`config.mk`:
```
export PLATFORM = sky130hd
export DESIGN_NAME = stepper_axis_limit_homing_core
export DESIGN_NICKNAME = d
export VERILOG_FILES = /design/src/rtl/core/salh_pkg.sv /design/src/rtl/core/salh_ctrl.sv /design/src/rtl/core/stepper_axis_limit_homing_core.sv
export VERILOG_INCLUDE_DIRS = /design/src /design/src/rtl/core
export SDC_FILE = /design/constraint.sdc
export NUM_CORES = 1
export LEC_CHECK = 0
export BUFFER_PORTS_ARGS = -buffer_cell sky130_fd_sc_hd__buf_2
export CAP_MARGIN = 20
export CORE_ASPECT_RATIO = 1.25
export CORE_MARGIN = 8
export CORE_UTILIZATION = 35
export DETAILED_ROUTE_END_ITERATION = 10
export GPL_TIMING_DRIVEN = 1
export SETUP_SLACK_MARGIN = 0.1
export SYNTH_ARGS = -nofsm -noshare
export SYNTH_HDL_FRONTEND = slang
export SYNTH_SLANG_ARGS = --single-unit
export TNS_END_PERCENT = 5
```
`constraint.sdc`:
```
create_clock -name clk -period 5.9 [get_ports clk]
set_input_delay 0.885 -clock clk [delete_from_list [all_inputs] [get_ports clk]]
set_output_delay 0.885 -clock clk [all_outputs]
set_load 0.01 [all_outputs]
```
`src/rtl/core/stepper_axis_limit_homing_core_assert.svh`:
```
// ----------------------------------------------------------------------------
// Assertion macros for the stepper axis core
// Concurrent checks on clk, disabled while rst_n is low; empty for synthesis.
// ----------------------------------------------------------------------------
`ifndef STEPPER_AXIS_LIMIT_HOMING_CORE_ASSERT_SVH
`define STEPPER_AXIS_LIMIT_HOMING_CORE_ASSERT_SVH

`ifndef SYNTHESIS
// same-cycle implication
`define SALH_ASSERT_NOW(lbl, ante, cons, msg) \
  lbl: assert property (@(posedge clk) disable iff (!rst_n) (ante) |-> (cons)) \
    else $error(msg);
// next-cycle implication
`define SALH_ASSERT_NEXT(lbl, ante, cons, msg) \
  lbl: assert property (@(posedge clk) disable iff (!rst_n) (ante) |=> (cons)) \
    else $error(msg);
`else
`define SALH_ASSERT_NOW(lbl, ante, cons, msg)
`define SALH_ASSERT_NEXT(lbl, ante, cons, msg)
`endif

`endif

```
`src/rtl/core/salh_pkg.sv`:
```
// ----------------------------------------------------------------------------
// salh_pkg
// Types and constants shared by the stepper axis controller and its top level.
// ----------------------------------------------------------------------------
package salh_pkg;

  // request kinds carried on in_tuser
  localparam logic [1:0] MODE_TICK = 2'd0;
  localparam logic [1:0] MODE_REL  = 2'd1;
  localparam logic [1:0] MODE_ABS  = 2'd2;
  localparam logic [1:0] MODE_HOME = 2'd3;

  // configuration register indexes
  localparam logic [1:0] REG_SOFT_MIN     = 2'd0;
  localparam logic [1:0] REG_SOFT_MAX     = 2'd1;
  localparam logic [1:0] REG_HOME_TIMEOUT = 2'd2;
  localparam logic [1:0] REG_BACKOFF      = 2'd3;

  // register reset values
  localparam logic signed [15:0] SOFT_MIN_RST     = -16'sd2100;
  localparam logic signed [15:0] SOFT_MAX_RST     = 16'sd2100;
  localparam logic [15:0]        HOME_TIMEOUT_RST = 16'd20000;
  localparam logic [7:0]         BACKOFF_RST      = 8'd50;

  localparam int unsigned IN_DATA_W  = 24;
  localparam int unsigned OUT_DATA_W = 56;

  typedef enum logic [2:0] {
    PH_IDLE   = 3'd0,
    PH_MOVE   = 3'd1,
    PH_SEEKN  = 3'd2,
    PH_BACK   = 3'd3,
    PH_SEEKP  = 3'd4,
    PH_CENTER = 3'd5
  } phase_t;

  typedef struct packed {
    phase_t             phase;
    logic signed [16:0] pos;
    logic [16:0]        remaining;
    logic [16:0]        taken;
    logic               dir;
    logic               homed;
    logic [15:0]        seek;
    logic [15:0]        range;
    logic               herr;
  } salh_state_t;

  typedef struct packed {
    logic signed [15:0] soft_min;
    logic signed [15:0] soft_max;
    logic [15:0]        home_timeout;
    logic [7:0]         backoff;
  } salh_cfg_t;

  typedef struct packed {
    logic [1:0]         mode;
    logic signed [16:0] value;
    logic               neg_limit;
    logic               pos_limit;
  } salh_item_t;

  typedef struct packed {
    logic               step;
    logic               direction;
    logic signed [16:0] position;
    logic               busy_res;
    logic               done_res;
    logic signed [16:0] moved;
    logic               homed;
    logic               home_error;
    logic [15:0]        travel_range;
    logic               rejected;
  } salh_result_t;

endpackage

```
`src/rtl/core/salh_ctrl.sv`:
```
// ----------------------------------------------------------------------------
// salh_ctrl
// One-pass next-state and result logic for a single request: command decode,
// move stepping with limit and soft-window stops, and the homing sequence.
// ----------------------------------------------------------------------------
module salh_ctrl
  import salh_pkg::*;
(
  input  salh_state_t  st,
  input  salh_cfg_t    cfg,
  input  salh_item_t   item,
  output salh_state_t  st_nxt,
  output salh_result_t res
);

  logic signed [17:0] delta;
  logic [16:0]        delta_abs;
  logic signed [17:0] next_pos;
  logic               move_stop;
  logic               step_ok;
  logic [16:0]        rem_dec;
  logic [16:0]        taken_inc;
  logic               seek_limit;
  logic               step_w;
  logic               done_w;
  logic               rej_w;
  logic signed [16:0] moved_w;
  salh_state_t        ns;

  // requested travel and its magnitude
  always_comb begin
    if (item.mode == MODE_REL) begin
      delta = {item.value[16], item.value};
    end else begin
      delta = {item.value[16], item.value} - {st.pos[16], st.pos};
    end
    delta_abs = delta[17] ? 17'(-delta) : delta[16:0];
  end

  // move step check against limits and the soft window
  always_comb begin
    next_pos  = st.dir ? ({st.pos[16], st.pos} + 18'sd1) : ({st.pos[16], st.pos} - 18'sd1);
    move_stop = (st.dir && item.pos_limit) || (!st.dir && item.neg_limit) ||
                (next_pos < $signed({{2{cfg.soft_min[15]}}, cfg.soft_min})) ||
                (next_pos > $signed({{2{cfg.soft_max[15]}}, cfg.soft_max}));
    step_ok    = !move_stop;
    rem_dec    = st.remaining - 17'd1;
    taken_inc  = st.taken + 17'd1;
    seek_limit = (st.phase == PH_SEEKN) ? item.neg_limit : item.pos_limit;
  end

  always_comb begin
    ns      = st;
    step_w  = 1'b0;
    done_w  = 1'b0;
    rej_w   = 1'b0;
    moved_w = '0;
    if (item.mode != MODE_TICK) begin
      // command request
      if (st.phase != PH_IDLE) begin
        rej_w = 1'b1;
      end else begin
        case (item.mode) inside
          MODE_HOME: begin
            ns.herr  = 1'b0;
            ns.seek  = '0;
            ns.dir   = 1'b0;
            ns.phase = PH_SEEKN;
          end
          MODE_REL, MODE_ABS: begin
            ns.dir       = !delta[17] && (delta != '0);
            ns.remaining = delta_abs;
            ns.taken     = '0;
            if (delta_abs == '0) begin
              done_w = 1'b1;
            end else begin
              ns.phase = PH_MOVE;
            end
          end
          default: ;
        endcase
      end
    end else begin
      // tick request
      unique case (st.phase)
        PH_MOVE: begin
          if (step_ok) begin
            step_w       = 1'b1;
            ns.pos       = next_pos[16:0];
            ns.taken     = taken_inc;
            ns.remaining = rem_dec;
          end
          if (move_stop || (rem_dec == '0)) begin
            done_w   = 1'b1;
            moved_w  = st.dir ? ns.taken : 17'(-ns.taken);
            ns.phase = PH_IDLE;
          end
        end
        PH_SEEKN, PH_SEEKP: begin
          if (st.seek >= cfg.home_timeout) begin
            ns.herr  = 1'b1;
            done_w   = 1'b1;
            ns.phase = PH_IDLE;
          end else if (seek_limit) begin
            if (st.phase == PH_SEEKN) begin
              ns.dir       = 1'b1;
              ns.seek      = '0;
              ns.remaining = {9'd0, cfg.backoff};
              ns.phase     = (cfg.backoff != '0) ? PH_BACK : PH_SEEKP;
            end else begin
              ns.range     = st.seek;
              ns.remaining = {2'b00, st.seek[15:1]};
              ns.dir       = 1'b0;
              if (st.seek[15:1] == '0) begin
                ns.pos   = '0;
                ns.homed = 1'b1;
                ns.phase = PH_IDLE;
                done_w   = 1'b1;
              end else begin
                ns.phase = PH_CENTER;
              end
            end
          end else begin
            step_w  = 1'b1;
            ns.seek = st.seek + 16'd1;
          end
        end
        PH_BACK: begin
          step_w       = 1'b1;
          ns.remaining = rem_dec;
          if (rem_dec == '0) begin
            ns.seek  = '0;
            ns.phase = PH_SEEKP;
          end
        end
        PH_CENTER: begin
          step_w       = 1'b1;
          ns.remaining = rem_dec;
          if (rem_dec == '0) begin
            ns.pos   = '0;
            ns.homed = 1'b1;
            ns.phase = PH_IDLE;
            done_w   = 1'b1;
          end
        end
        default: ;
      endcase
    end
  end

  // drive the result from the updated state
  always_comb begin
    st_nxt           = ns;
    res.step         = step_w;
    res.direction    = ns.dir;
    res.position     = ns.pos;
    res.busy_res     = (ns.phase != PH_IDLE);
    res.done_res     = done_w;
    res.moved        = moved_w;
    res.homed        = ns.homed;
    res.home_error   = ns.herr;
    res.travel_range = ns.range;
    res.rejected     = rej_w;
  end

endmodule

```
`src/rtl/core/stepper_axis_limit_homing_core.sv`:
```
// ----------------------------------------------------------------------------
// stepper_axis_limit_homing_core
// Single-axis stepper controller with moves, limit switches and homing.
// ----------------------------------------------------------------------------
// Takes one request per clock while in_tready is high: each accepted request
// updates the axis state in a single combinational pass and lands in the result
// register on the same edge.
// in_tready is high whenever the result register is empty or is being taken
// in the same cycle. Requests on in_tuser: tick, relative move, absolute move,
// start homing. Each request yields exactly one result; out_tlast marks the
// result on which a move or homing sequence finished. Configuration writes
// take effect at the next edge and belong to idle periods.
// ----------------------------------------------------------------------------
`include "stepper_axis_limit_homing_core_assert.svh"

module stepper_axis_limit_homing_core
  import salh_pkg::*;
(
  input  logic                  clk,
  input  logic                  rst_n,
  // configuration write port
  input  logic                  cfg_we,
  input  logic [1:0]            cfg_index,
  input  logic [15:0]           cfg_wdata,
  // request channel
  input  logic                  in_tvalid,
  output logic                  in_tready,
  // in_tdata: value[16:0], neg_limit[17], pos_limit[18], zero fill [23:19]
  input  logic [IN_DATA_W-1:0]  in_tdata,
  // in_tuser: mode[1:0]
  input  logic [1:0]            in_tuser,
  // result channel
  output logic                  out_tvalid,
  input  logic                  out_tready,
  // out_tdata: step[0], direction[1], position[18:2], busy_res[19],
  //   moved[36:20], homed[37], home_error[38], travel_range[54:39], rejected[55]
  output logic [OUT_DATA_W-1:0] out_tdata,
  // out_tlast: done_res
  output logic                  out_tlast
);

  salh_state_t  st_r;
  salh_state_t  st_nxt;
  salh_cfg_t    cfg_r;
  salh_item_t   item;
  salh_result_t res;
  logic         in_acc;

  logic                  out_valid_r;
  logic [OUT_DATA_W-1:0] out_data_r;
  logic                  out_last_r;

  assign in_tready = !out_valid_r || out_tready;
  assign in_acc    = in_tvalid && in_tready;

  // unpack the request
  always_comb begin
    item.mode      = in_tuser;
    item.value     = in_tdata[16:0];
    item.neg_limit = in_tdata[17];
    item.pos_limit = in_tdata[18];
  end

  salh_ctrl u_ctrl (
    .st     (st_r),
    .cfg    (cfg_r),
    .item   (item),
    .st_nxt (st_nxt),
    .res    (res)
  );

  // configuration registers
  always_ff @(posedge clk) begin
    if (!rst_n) begin
      cfg_r.soft_min     <= SOFT_MIN_RST;
      cfg_r.soft_max     <= SOFT_MAX_RST;
      cfg_r.home_timeout <= HOME_TIMEOUT_RST;
      cfg_r.backoff      <= BACKOFF_RST;
    end else if (cfg_we) begin
      unique case (cfg_index)
        REG_SOFT_MIN:     cfg_r.soft_min     <= cfg_wdata;
        REG_SOFT_MAX:     cfg_r.soft_max     <= cfg_wdata;
        REG_HOME_TIMEOUT: cfg_r.home_timeout <= cfg_wdata;
        REG_BACKOFF:      cfg_r.backoff      <= cfg_wdata[7:0];
        default: ;
      endcase
    end
  end

  // axis state: advance on each accepted request
  always_ff @(posedge clk) begin
    if (!rst_n) begin
      st_r.phase     <= PH_IDLE;
      st_r.pos       <= '0;
      st_r.remaining <= '0;
      st_r.taken     <= '0;
      st_r.dir       <= 1'b0;
      st_r.homed     <= 1'b0;
      st_r.seek      <= '0;
      st_r.range     <= '0;
      st_r.herr      <= 1'b0;
    end else if (in_acc) begin
      st_r <= st_nxt;
    end
  end

  // result register: hold until taken
  always_ff @(posedge clk) begin
    if (!rst_n) begin
      out_valid_r <= 1'b0;
    end else if (in_acc) begin
      out_valid_r <= 1'b1;
    end else if (out_tready) begin
      out_valid_r <= 1'b0;
    end
  end

  always_ff @(posedge clk) begin
    if (in_acc) begin
      out_data_r <= {res.rejected, res.travel_range, res.home_error, res.homed,
                     res.moved, res.busy_res, res.position, res.direction, res.step};
      out_last_r <= res.done_res;
    end
  end

  assign out_tvalid = out_valid_r;
  assign out_tdata  = out_data_r;
  assign out_tlast  = out_last_r;

  // position stays frozen while homing continues
  `SALH_ASSERT_NEXT(a_home_pos_frozen,
    in_acc && (st_r.phase == PH_SEEKN || st_r.phase == PH_BACK ||
      st_r.phase == PH_SEEKP || st_r.phase == PH_CENTER) &&
      (st_nxt.phase != PH_IDLE), st_r.pos == $past(st_r.pos),
    "axis position changed during homing")
  // a step is only issued while a motion is in progress
  `SALH_ASSERT_NOW(a_step_needs_busy, in_acc && res.step, st_r.phase != PH_IDLE,
    "step issued while idle")
  // a finished request leaves the block idle
  `SALH_ASSERT_NOW(a_done_goes_idle, in_acc && res.done_res, st_nxt.phase == PH_IDLE,
    "done reported but phase not idle")
  // rejections only happen while busy and never move the state
  `SALH_ASSERT_NOW(a_reject_when_busy, in_acc && res.rejected,
    (st_r.phase != PH_IDLE) && (st_nxt == st_r), "command rejected while idle")

endmodule
```
==> results of run 1 <==
-- report_power, final --
group          internal [mW]  total [mW]  switching [mW]  leakage, nW
clock network          0.815        1.44           0.626        0.361
logic                  0.388        1.01           0.619         4.31
registers               1.50        1.53          0.0354         1.76
total                   2.70        3.98            1.28         6.44
-- layer usage --
metal	global-route usage [%]	up-vias	wire length [um]
li1	-	6422	-
met1	22.5	6225	19300
met2	31.4	325	21200
met3	2.43	75	2150
met4	5.98	2	1350
met5	0	-	8
-- cell usage in the layout, fill, tap and decap left out, drive strengths merged, types with 37 or more instances in the layout --
cell type and count:
xnor2 49, ha 95, nor3 63, buf 168, a21oi 158, edfxtp 57, nand3 37, inv 100
dfxtp 146, nand2 187, nor2 171, o21ai 83
-- cell families after synthesis --
group / share of synthesized area, %
buf+inv: 6.08
flops: 32.8
simple gates: 21.9
fa+ha+maj: 8.70
mux: 2.91
compound gates: 22.6
xor+xnor: 4.90
-- worst min-delay path by stage --
| stage | startpoint | endpoint | slack, ps | cells after the start |
|---|---|---|---|---|
| floorplan | st_r[33]$_SDFFE_PN0P_ | st_r[33]$_SDFFE_PN0P_ | 440 | 2 |
| global placement | st_r[14]$_SDFFE_PN0P_ | st_r[14]$_SDFFE_PN0P_ | 440 | 2 |
| detailed placement | st_r[14]$_SDFFE_PN0P_ | st_r[14]$_SDFFE_PN0P_ | 450 | 2 |
| CTS | cfg_r[11]$_SDFFE_PN0P_ | cfg_r[11]$_SDFFE_PN0P_ | 460 | 2 |
| global route | cfg_r[33]$_SDFFE_PN0P_ | cfg_r[33]$_SDFFE_PN0P_ | 480 | 2 |
| finish | cfg_r[11]$_SDFFE_PN0P_ | cfg_r[11]$_SDFFE_PN0P_ | 450 | 2 |
-- worst max-delay path, delay by kind of cell, from the launching register on --
kind	cells	cell delay, ps
flops	1	360
buf+inv	2	350
fa+ha+maj	3	1000
simple gates	6	810
mux	2	570
xor+xnor	2	250
compound gates	13	2320
-- flip-flops by register name (all words and copies together) (netlist names) --
register	cells
out_tdata	56
out_tvalid	1
cfg_r	56
st_r	89
out_tlast	1
-- what timing repair did --
| item | in CTS | in global routing |
|---|---|---|
| pin swaps | 19 | 13 |
| buffers inserted | 8 | 3 |
| gates resized for setup | 8 | 37 |
| setup endpoints to repair | 10 | 66 |
-- layout make-up --
class / instances / area [um^2]
timing repair buffer: 168 / 1030
sequential: 203 / 4640
antenna: 1 / 2.50
inverter: 100 / 380
tap: 504 / 631
multi-input combinational: 1320 / 8900
fill: 4015 / 23600
clock inverter: 15 / 91.3
clock buffer: 29 / 672
-- through the flow --
| step | power (mW) | setup WS (ps) | area [um^2] | utilization, % | instances |
|---|---|---|---|---|---|
| final | 3.98 | -60.6 | 16300 | 41.0 | 2340 |
| after global routing | 4.18 | -442 | 16300 | 41.0 | 2340 |
| after CTS | 3.99 | -36.9 | 16100 | 40.4 | 2336 |
| after detailed placement | 2.53 | -282 | 15300 | 38.3 | 2284 |
| after global placement | 2.51 | -69.2 | 15300 | 38.3 | 2283 |
| after floorplan | 2.23 | -33.2 | 14200 | - | 1723 |
==> impl_metrics.yaml, run 1 <==
floorplanning:
  die-area_mm2: 0.0471
  initial_core_util_pct: 35.4
  pin_count: 108
  core_area_mm2: 0.0399
  rows: 82
  die_h_um: 241
  die_w_um: 196
clock_network:
  postCtsHoldBufs: 0
  insertion_delay_ps: 530
  numCtsBuffers: 24
  clk_path_buf_depth: 3
  root_buffer: "clkbuf_16"
  path_clk_slew_ps: 70
  clock_sinks: 203
  cts_tree: "yes"
  htreeDepth: 1
place:
  hpwl_um: 32800
  gp_congestion: 0.916
  io_buffers: 102
synthesis:
  synthesis.nets: 1869
  synth_edf_count: 57
  ys_top_cells_by_count: "nand2_1 (187), nor2_1 (169), a21oi_1 (158)"
  async_flop_share_pct: 0
  syn_area_mm2: 0.0141
  synth_cells: 1723
  yosys.area.top_type: "dfxtp_1"
  ys_types: 106
  yosysMostFrequentCell: "nand2_1"
  yosysWarnings: 0
  synth.area.top_cells: "dfxtp_1 (21%), edfxtp_1 (12%), ha_1 (8.4%)"
  synth_seq_cells: 203
  synth_top_area_share_pct: 20.7
  ys_seq_area_share_pct: 32.8
  synth_ff_type: "dfxtp_1"
  avgSynthCellArea_um2: 8.19
drt:
  drtIter0Drc: 802
  ant_nets: 0
  vias: 13000
  wl_per_cell_um: 18.8
  dr.pass1.iters: 5
  drc: 0
  viasPerCell: 5.58
  drt-total-wl_um: 43900
timing:
  tns_ps: -96.9
  period_needed_ps: 5960
  tightest_slew_ps: 1060
  rsz0062_at_grt: "true"
  drv_slew: 0
  holdWs_ps: 454
  final-hold-violation-count: 0
  finalWorstSetupSlack_ps: -60.6
  max_freq_mhz: 168
  maxSlewHeadroom_pct: 29.1
  skew_ps: 18.2
  period_share_pct: 101
  finalSetupViolations: 2
run_status:
  violations: "setup timing"
  status: "finished, violations left"
pwr:
  p_per_area_mw_per_mm2: 243
  irDropWorstVdd_mv: 0.212
  p_leak_nw: 6.44
grt:
  grt_pass1_wl_um: 69100
  gr-total-overflow: 0
  grt_pass1_vias: 12500
  antenna_found_initial: 2
  grt_max_degree: 85
  track_usage_pct: 18.0
critical_path:
  ff2ff_path_depth: 28
  end_kind: "register"
  crit_path_start_kind: "register"
  crit_fanout: 6
  critPathMaxStageDelay_ps: 410
  required_ps: 6140
  crit_top_cell: "a21oi_2"
  r2r_start: "st_r[34]$_SDFFE_PN0P_"
  startpoint: "st_r[34]$_SDFFE_PN0P_"
  r2r_slack_ps: -60
  r2r-end: "out_tdata[36]$_SDFFCE_PP0P_"
  crit_end: "out_tdata[36]$_SDFFCE_PP0P_"
  critPathKind: "reg -> reg"
  critPathSlowestCell: "fa_2"
  critPathArrivalTime_ps: 6200
job:
  cap_violations: 0
layout:
  drive_gt1_share_pct: 16.8
  syn2layout_area_growth_pct: 15.8
  nets: 1963
worst_hold_path:
  hp-class: "reg -> reg"
Power figures use the tool's default switching activity.
==> run 2, diff against run 1 <==
Settings changed: ABC_AREA set to 1, CORE_UTILIZATION 35 to 56, PLACE_DENSITY set to 0.78.
==> impl_metrics.yaml, run 2 <==
clock_network:
  insertion_delay_ps: 520
  root_buffer: "clkbuf_16"
  clk_path_buf_depth: 3
  cts_tree: "yes"
  htreeDepth: 1
  clock_sinks: 203
  numCtsBuffers: 23
  path_clk_slew_ps: 60
  postCtsHoldBufs: 0
grt:
  grt_max_degree: 71
  gr-total-overflow: 0
  track_usage_pct: 25.6
  antenna_found_initial: 0
  grt_pass1_vias: 13000
  grt_pass1_wl_um: 64300
layout:
  finalInstanceArea_mm2: 0.0157
  regMostFlops: "st_r"
  n_fill_cell: 2313
  mostFrequentLayoutCell: "nand2_1"
  drive_gt1_share_pct: 11.8
  seq_area_mm2: 0.00463
  largest_reg_flops: 89
  syn2layout_area_growth_pct: 11.3
  nets: 2285
  final_cell_mix: "nand2_1 (472), inv_1 (301), a21oi_1 (171), nor2_1 (164), dfxtp_1 (146)"
  multi_input_area_mm2: 0.00805
timing:
  period_needed_ps: 5280
  tns_ps: 0
  maxSlewHeadroom_pct: 39.6
  finalWorstSetupSlack_ps: 620
  skew_ps: 22.5
  period_share_pct: 89.5
  drv_slew: 0
  finalSetupViolations: 0
  max_freq_mhz: 189
  rsz0062_at_grt: "false"
  tightest_slew_ps: 906
  final-hold-violation-count: 0
floorplanning:
  die_w_um: 158
  die-area_mm2: 0.0306
  rows: 65
  pin_count: 108
  die_h_um: 194
  initial_core_util_pct: 56.4
  core_area_mm2: 0.0250
critical_path:
  cp.buffers_inverters: 2
  end_kind: "register"
  critPathKind: "reg -> reg"
  crit_fanout: 8
  critPathArrivalTime_ps: 5560
  crit_path_start_kind: "register"
  critPathMaxStageDelay_ps: 500
  critPathTopFamily: "simple AND/OR/NAND/NOR gates"
  critPathSlowestCell: "fa_1"
  crit_top_cell: "nand2_1"
  required_ps: 6180
synthesis:
  synth_top_area_share_pct: 20.7
  synth.area.top_cells: "dfxtp_1 (21%), nand2_1 (13%), edfxtp_1 (12%)"
  yosys.area.top_type: "dfxtp_1"
  synth_ff_type: "dfxtp_1"
  synth_top_family_by_area: "simple AND/OR/NAND/NOR gates"
  ys_top_cells_by_count: "nand2_1 (473), inv_1 (303), a21oi_1 (172)"
  synth_edf_count: 57
  async_flop_share_pct: 0
  synthMuxAreaShare_pct: 0
  ys_types: 56
  yosysWarnings: 0
  syn_area_mm2: 0.0141
  yosys.area_share.simple_pct: 28.2
  synthesis.nets: 2203
  synth_seq_cells: 203
  ys_seq_area_share_pct: 32.8
  yosysMostFrequentCell: "nand2_1"
  avgSynthCellArea_um2: 6.87
  synth_cells: 2057
  synth_xor_xnor_area_share_pct: 3.15
  synthAdderAreaFrac_pct: 8.69
  synth_compound_area_share_pct: 16.6
drt:
  vias: 13700
  dr.pass1.iters: 5
  drt-total-wl_um: 39800
  drc: 0
  ant_nets: 0
  drtIter0Drc: 871
  viasPerCell: 5.51
  wl_per_cell_um: 16.0
place:
  hpwl_um: 30500
  io_buffers: 102
  dpl_cell_area_mm2: 0.0149
  place_ws_ps: 221
  gp_congestion: 0.937
pwr:
  p_per_area_mw_per_mm2: 296
  p_leak_nw: 7.44
  irDropWorstVdd_mv: 0.240
  power_mw: 4.66
run_status:
  status: "complete, no violations"
worst_hold_path:
  hp-class: "reg -> reg"
job:
  cap_violations: 0
-- run 2: kinds of logic (layout without fill, tap and decap cells) --
family / count (synthesis) / after routing
fa+ha+maj: 97 / 97
compound gates: 426 / 426
xor+xnor: 50 / 50
simple gates: 896 / 896
other cells: 0 / 1
flops: 203 / 203
buf+inv: 385 / 484
-- run 2: worst min-delay path: cells and delay by family, from the launching register on --
kind                   cells  cell delay, ps
flip-flops                 1             290
buffers and inverters      1              60
AO/OA/AOI/OAI              1              60
-- run 2: stage by stage --
step                util, %  hold slack, ps  cells
global placement       59.4             448   2445
global route           62.8             484   2491
floorplan                 -             433   2057
CTS                    62.5             463   2487
detailed placement     59.4             455   2445
finish                 62.8             462   2492
-- run 2: final cells by class --
class                      count  share of cell area [%]
multi-input combinational   1469                    51.1
antenna                        1                  0.0159
sequential                   203                    29.4
inverter                     324                    7.75
timing repair buffer         118                    4.01
tap                          335                    2.66
clock buffer                  36                    4.42
clock inverter                 6                   0.572
-- run 2: metal layers --
metal	global-route usage, %	up-vias	share of wire (%)
met5	0	-	0
li1	-	6925	-
met4	9.35	0	3.3
met1	31.9	6356	42
met2	44.7	381	49
met3	2.50	75	5.4
-- run 2: power breakdown --
part,switching [mW],internal (mW)
Combinational,1.08,0.521
Sequential,0.0546,1.53
Clock,0.579,0.899
-- run 2: timing repair --
action	CTS	global route
endpoints found under the setup margin	0	32
buffers inserted	0	4
resized for setup	0	10
-- run 2: final timing paths --
kind	slack, ps	to	startpoint	cells past startpoint
worst min-delay path	460	cfg_r[30]$_SDFFE_PN0P_	cfg_r[30]$_SDFFE_PN0P_	2
worst max-delay path	620	out_tdata[36]$_SDFFCE_PP0P_	st_r[34]$_SDFFE_PN0P_	32
worst max register to register	620	out_tdata[36]$_SDFFCE_PP0P_	st_r[34]$_SDFFE_PN0P_	32
worst min register to register	460	cfg_r[30]$_SDFFE_PN0P_	cfg_r[30]$_SDFFE_PN0P_	2
==> run 3, diff against run 2 <==
Settings changed: CELL_PAD_IN_SITES_DETAIL_PLACEMENT set to 0, CELL_PAD_IN_SITES_GLOBAL_PLACEMENT set to 1, CORE_UTILIZATION 56 to 40, PLACE_DENSITY 0.78 to unset, PLACE_DENSITY_LB_ADDON set to 0.1.
Clock period 5.9 ns to 4.4 ns, I/O delays scaled along.
==> impl_metrics.yaml, run 3 (same netlist as run 2, synthesis figures left out) <==
timing:
  drv_slew: 0
  skew_ps: 17.9
  period_share_pct: 100
  maxSlewHeadroom_pct: 50.7
  final-hold-violation-count: 0
  period_needed_ps: 4410
  rsz0062_at_grt: "true"
  finalWorstSetupSlack_ps: -10.2
  tns_ps: -12.1
  max_freq_mhz: 227
  finalSetupViolations: 2
  tightest_slew_ps: 740
place:
  gp_congestion: 0.880
  io_buffers: 102
  dpl.cell_count: 2693
  hpwl_um: 35000
  place_ws_ps: -427
clock_network:
  root_buffer: "clkbuf_16"
  path_clk_slew_ps: 60
  htreeDepth: 1
  clock_sinks: 203
  numCtsBuffers: 25
  cts_tree: "yes"
  insertion_delay_ps: 540
  clk_path_buf_depth: 3
pwr:
  irDropWorstVdd_mv: 0.334
  p_leak_nw: 8.15
  p_per_area_mw_per_mm2: 396
layout:
  drive_gt1_share_pct: 20.4
  mostFrequentLayoutCell: "nand2_1"
  largest_reg_flops: 89
  nets: 2410
  syn2layout_area_growth_pct: 22.7
  final_cell_mix: "nand2_1 (448), inv_1 (297), a21oi_1 (164), nor2_1 (149), dfxtp_1 (145)"
  regMostFlops: "st_r"
  final_cells: 2756
drt:
  drt-total-wl_um: 44600
  drc: 0
  viasPerCell: 5.01
  drtIter0Drc: 639
  ant_nets: 0
  vias: 13800
  dr.pass1.iters: 5
  wl_per_cell_um: 16.2
floorplanning:
  pin_count: 108
  initial_core_util_pct: 40.3
  rows: 77
  die-area_mm2: 0.0416
  die_w_um: 184
  core_area_mm2: 0.0351
  die_h_um: 226
critical_path:
  critPathKind: "reg -> reg"
  critPathArrivalTime_ps: 4700
  critPathSlowestCell: "dfxtp_4"
  end_kind: "register"
  crit_path_start_kind: "register"
  crit_top_cell: "nand2_2"
  critPathMaxStageDelay_ps: 370
  crit_fanout: 8
  required_ps: 4690
grt:
  grt_pass1_wl_um: 69700
  antenna_found_initial: 1
  grt_pass1_vias: 13100
  gr-total-overflow: 0
  track_usage_pct: 21.0
  grt_max_degree: 70
run_status:
  violations: "setup timing"
  status: "finished, violations left"
worst_hold_path:
  hp-class: "in -> reg"
job:
  cap_violations: 0
run 3: cell count changes in the layout (fill, tap and decap cells not counted), sizes merged:
cell    change
inv         +2
bufinv      -1
nand2       +1
clkbuf      +2
buf       +122
clkinv      -1
run 3: area by class of cell:
class                      count  area, um^2
antenna                        1        2.50
clock buffer                  38         714
timing repair buffer         240        1610
multi-input combinational   1470        8490
inverter                     324        1240
fill                        3672       17700
clock inverter                 6        60.1
sequential                   203        4640
tap                          474         593
run 3: routing by layer:
layer  part of all wire (%)  track usage, %  vias to the layer above
li1                       -               -                     7188
met1                     44            26.3                     6324
met2                     49            36.9                      226
met3                    4.2            2.82                       61
met4                    2.6            6.23                        0
met5                      0               0                        -
run 3: report_power, final:
| part | switching (mW) | internal [mW] |
|---|---|---|
| clock network | 0.801 | 1.17 |
| registers | 0.0737 | 2.05 |
| logic | 1.66 | 1.11 |
run 3: final timing paths:
| path | start | end | slack [ps] | depth (start not counted) |
|---|---|---|---|---|
| min reg2reg | cfg_r[37]$_SDFFE_PN0P_ | cfg_r[37]$_SDFFE_PN0P_ | 460 | 2 |
| max | st_r[34]$_SDFFE_PN0P_ | out_tdata[36]$_SDFFCE_PP0P_ | -10 | 31 |
| min | cfg_wdata[11] | cfg_r[35]$_SDFFE_PN1P_ | 380 | 3 |
| max reg2reg | st_r[34]$_SDFFE_PN0P_ | out_tdata[36]$_SDFFCE_PP0P_ | -10 | 31 |
run 3: worst max-delay path: cells and delay by family (launching register included):
kind | cells | cell delay (ps)
xor+xnor | 1 | 170
compound gates | 8 | 1060
fa+ha+maj | 3 | 790
simple gates | 17 | 1560
flops | 1 | 370
buf+inv | 2 | 210
run 3: what timing repair did:
action,in CTS,in global routing
gates cloned,1,0
gates resized for setup,54,61
hold buffers,0,0
setup buffers,12,5
setup endpoints to repair,76,85
pin swaps,43,20
hold endpoints to repair,0,0
run 3: stage by stage:
stage | power [mW] | util (%) | area [um^2] | hold slack [ps]
6_report | 6.87 | 49.5 | 17400 | 385
2_1_floorplan | 3.74 | - | 14200 | 433
3_3_place_gp | 4.63 | 45.6 | 16000 | 456
4_1_cts | 6.82 | 48.6 | 17000 | 362
5_1_grt | 7.34 | 49.5 | 17300 | 368
3_5_place_dp | 4.66 | 45.6 | 16000 | 455
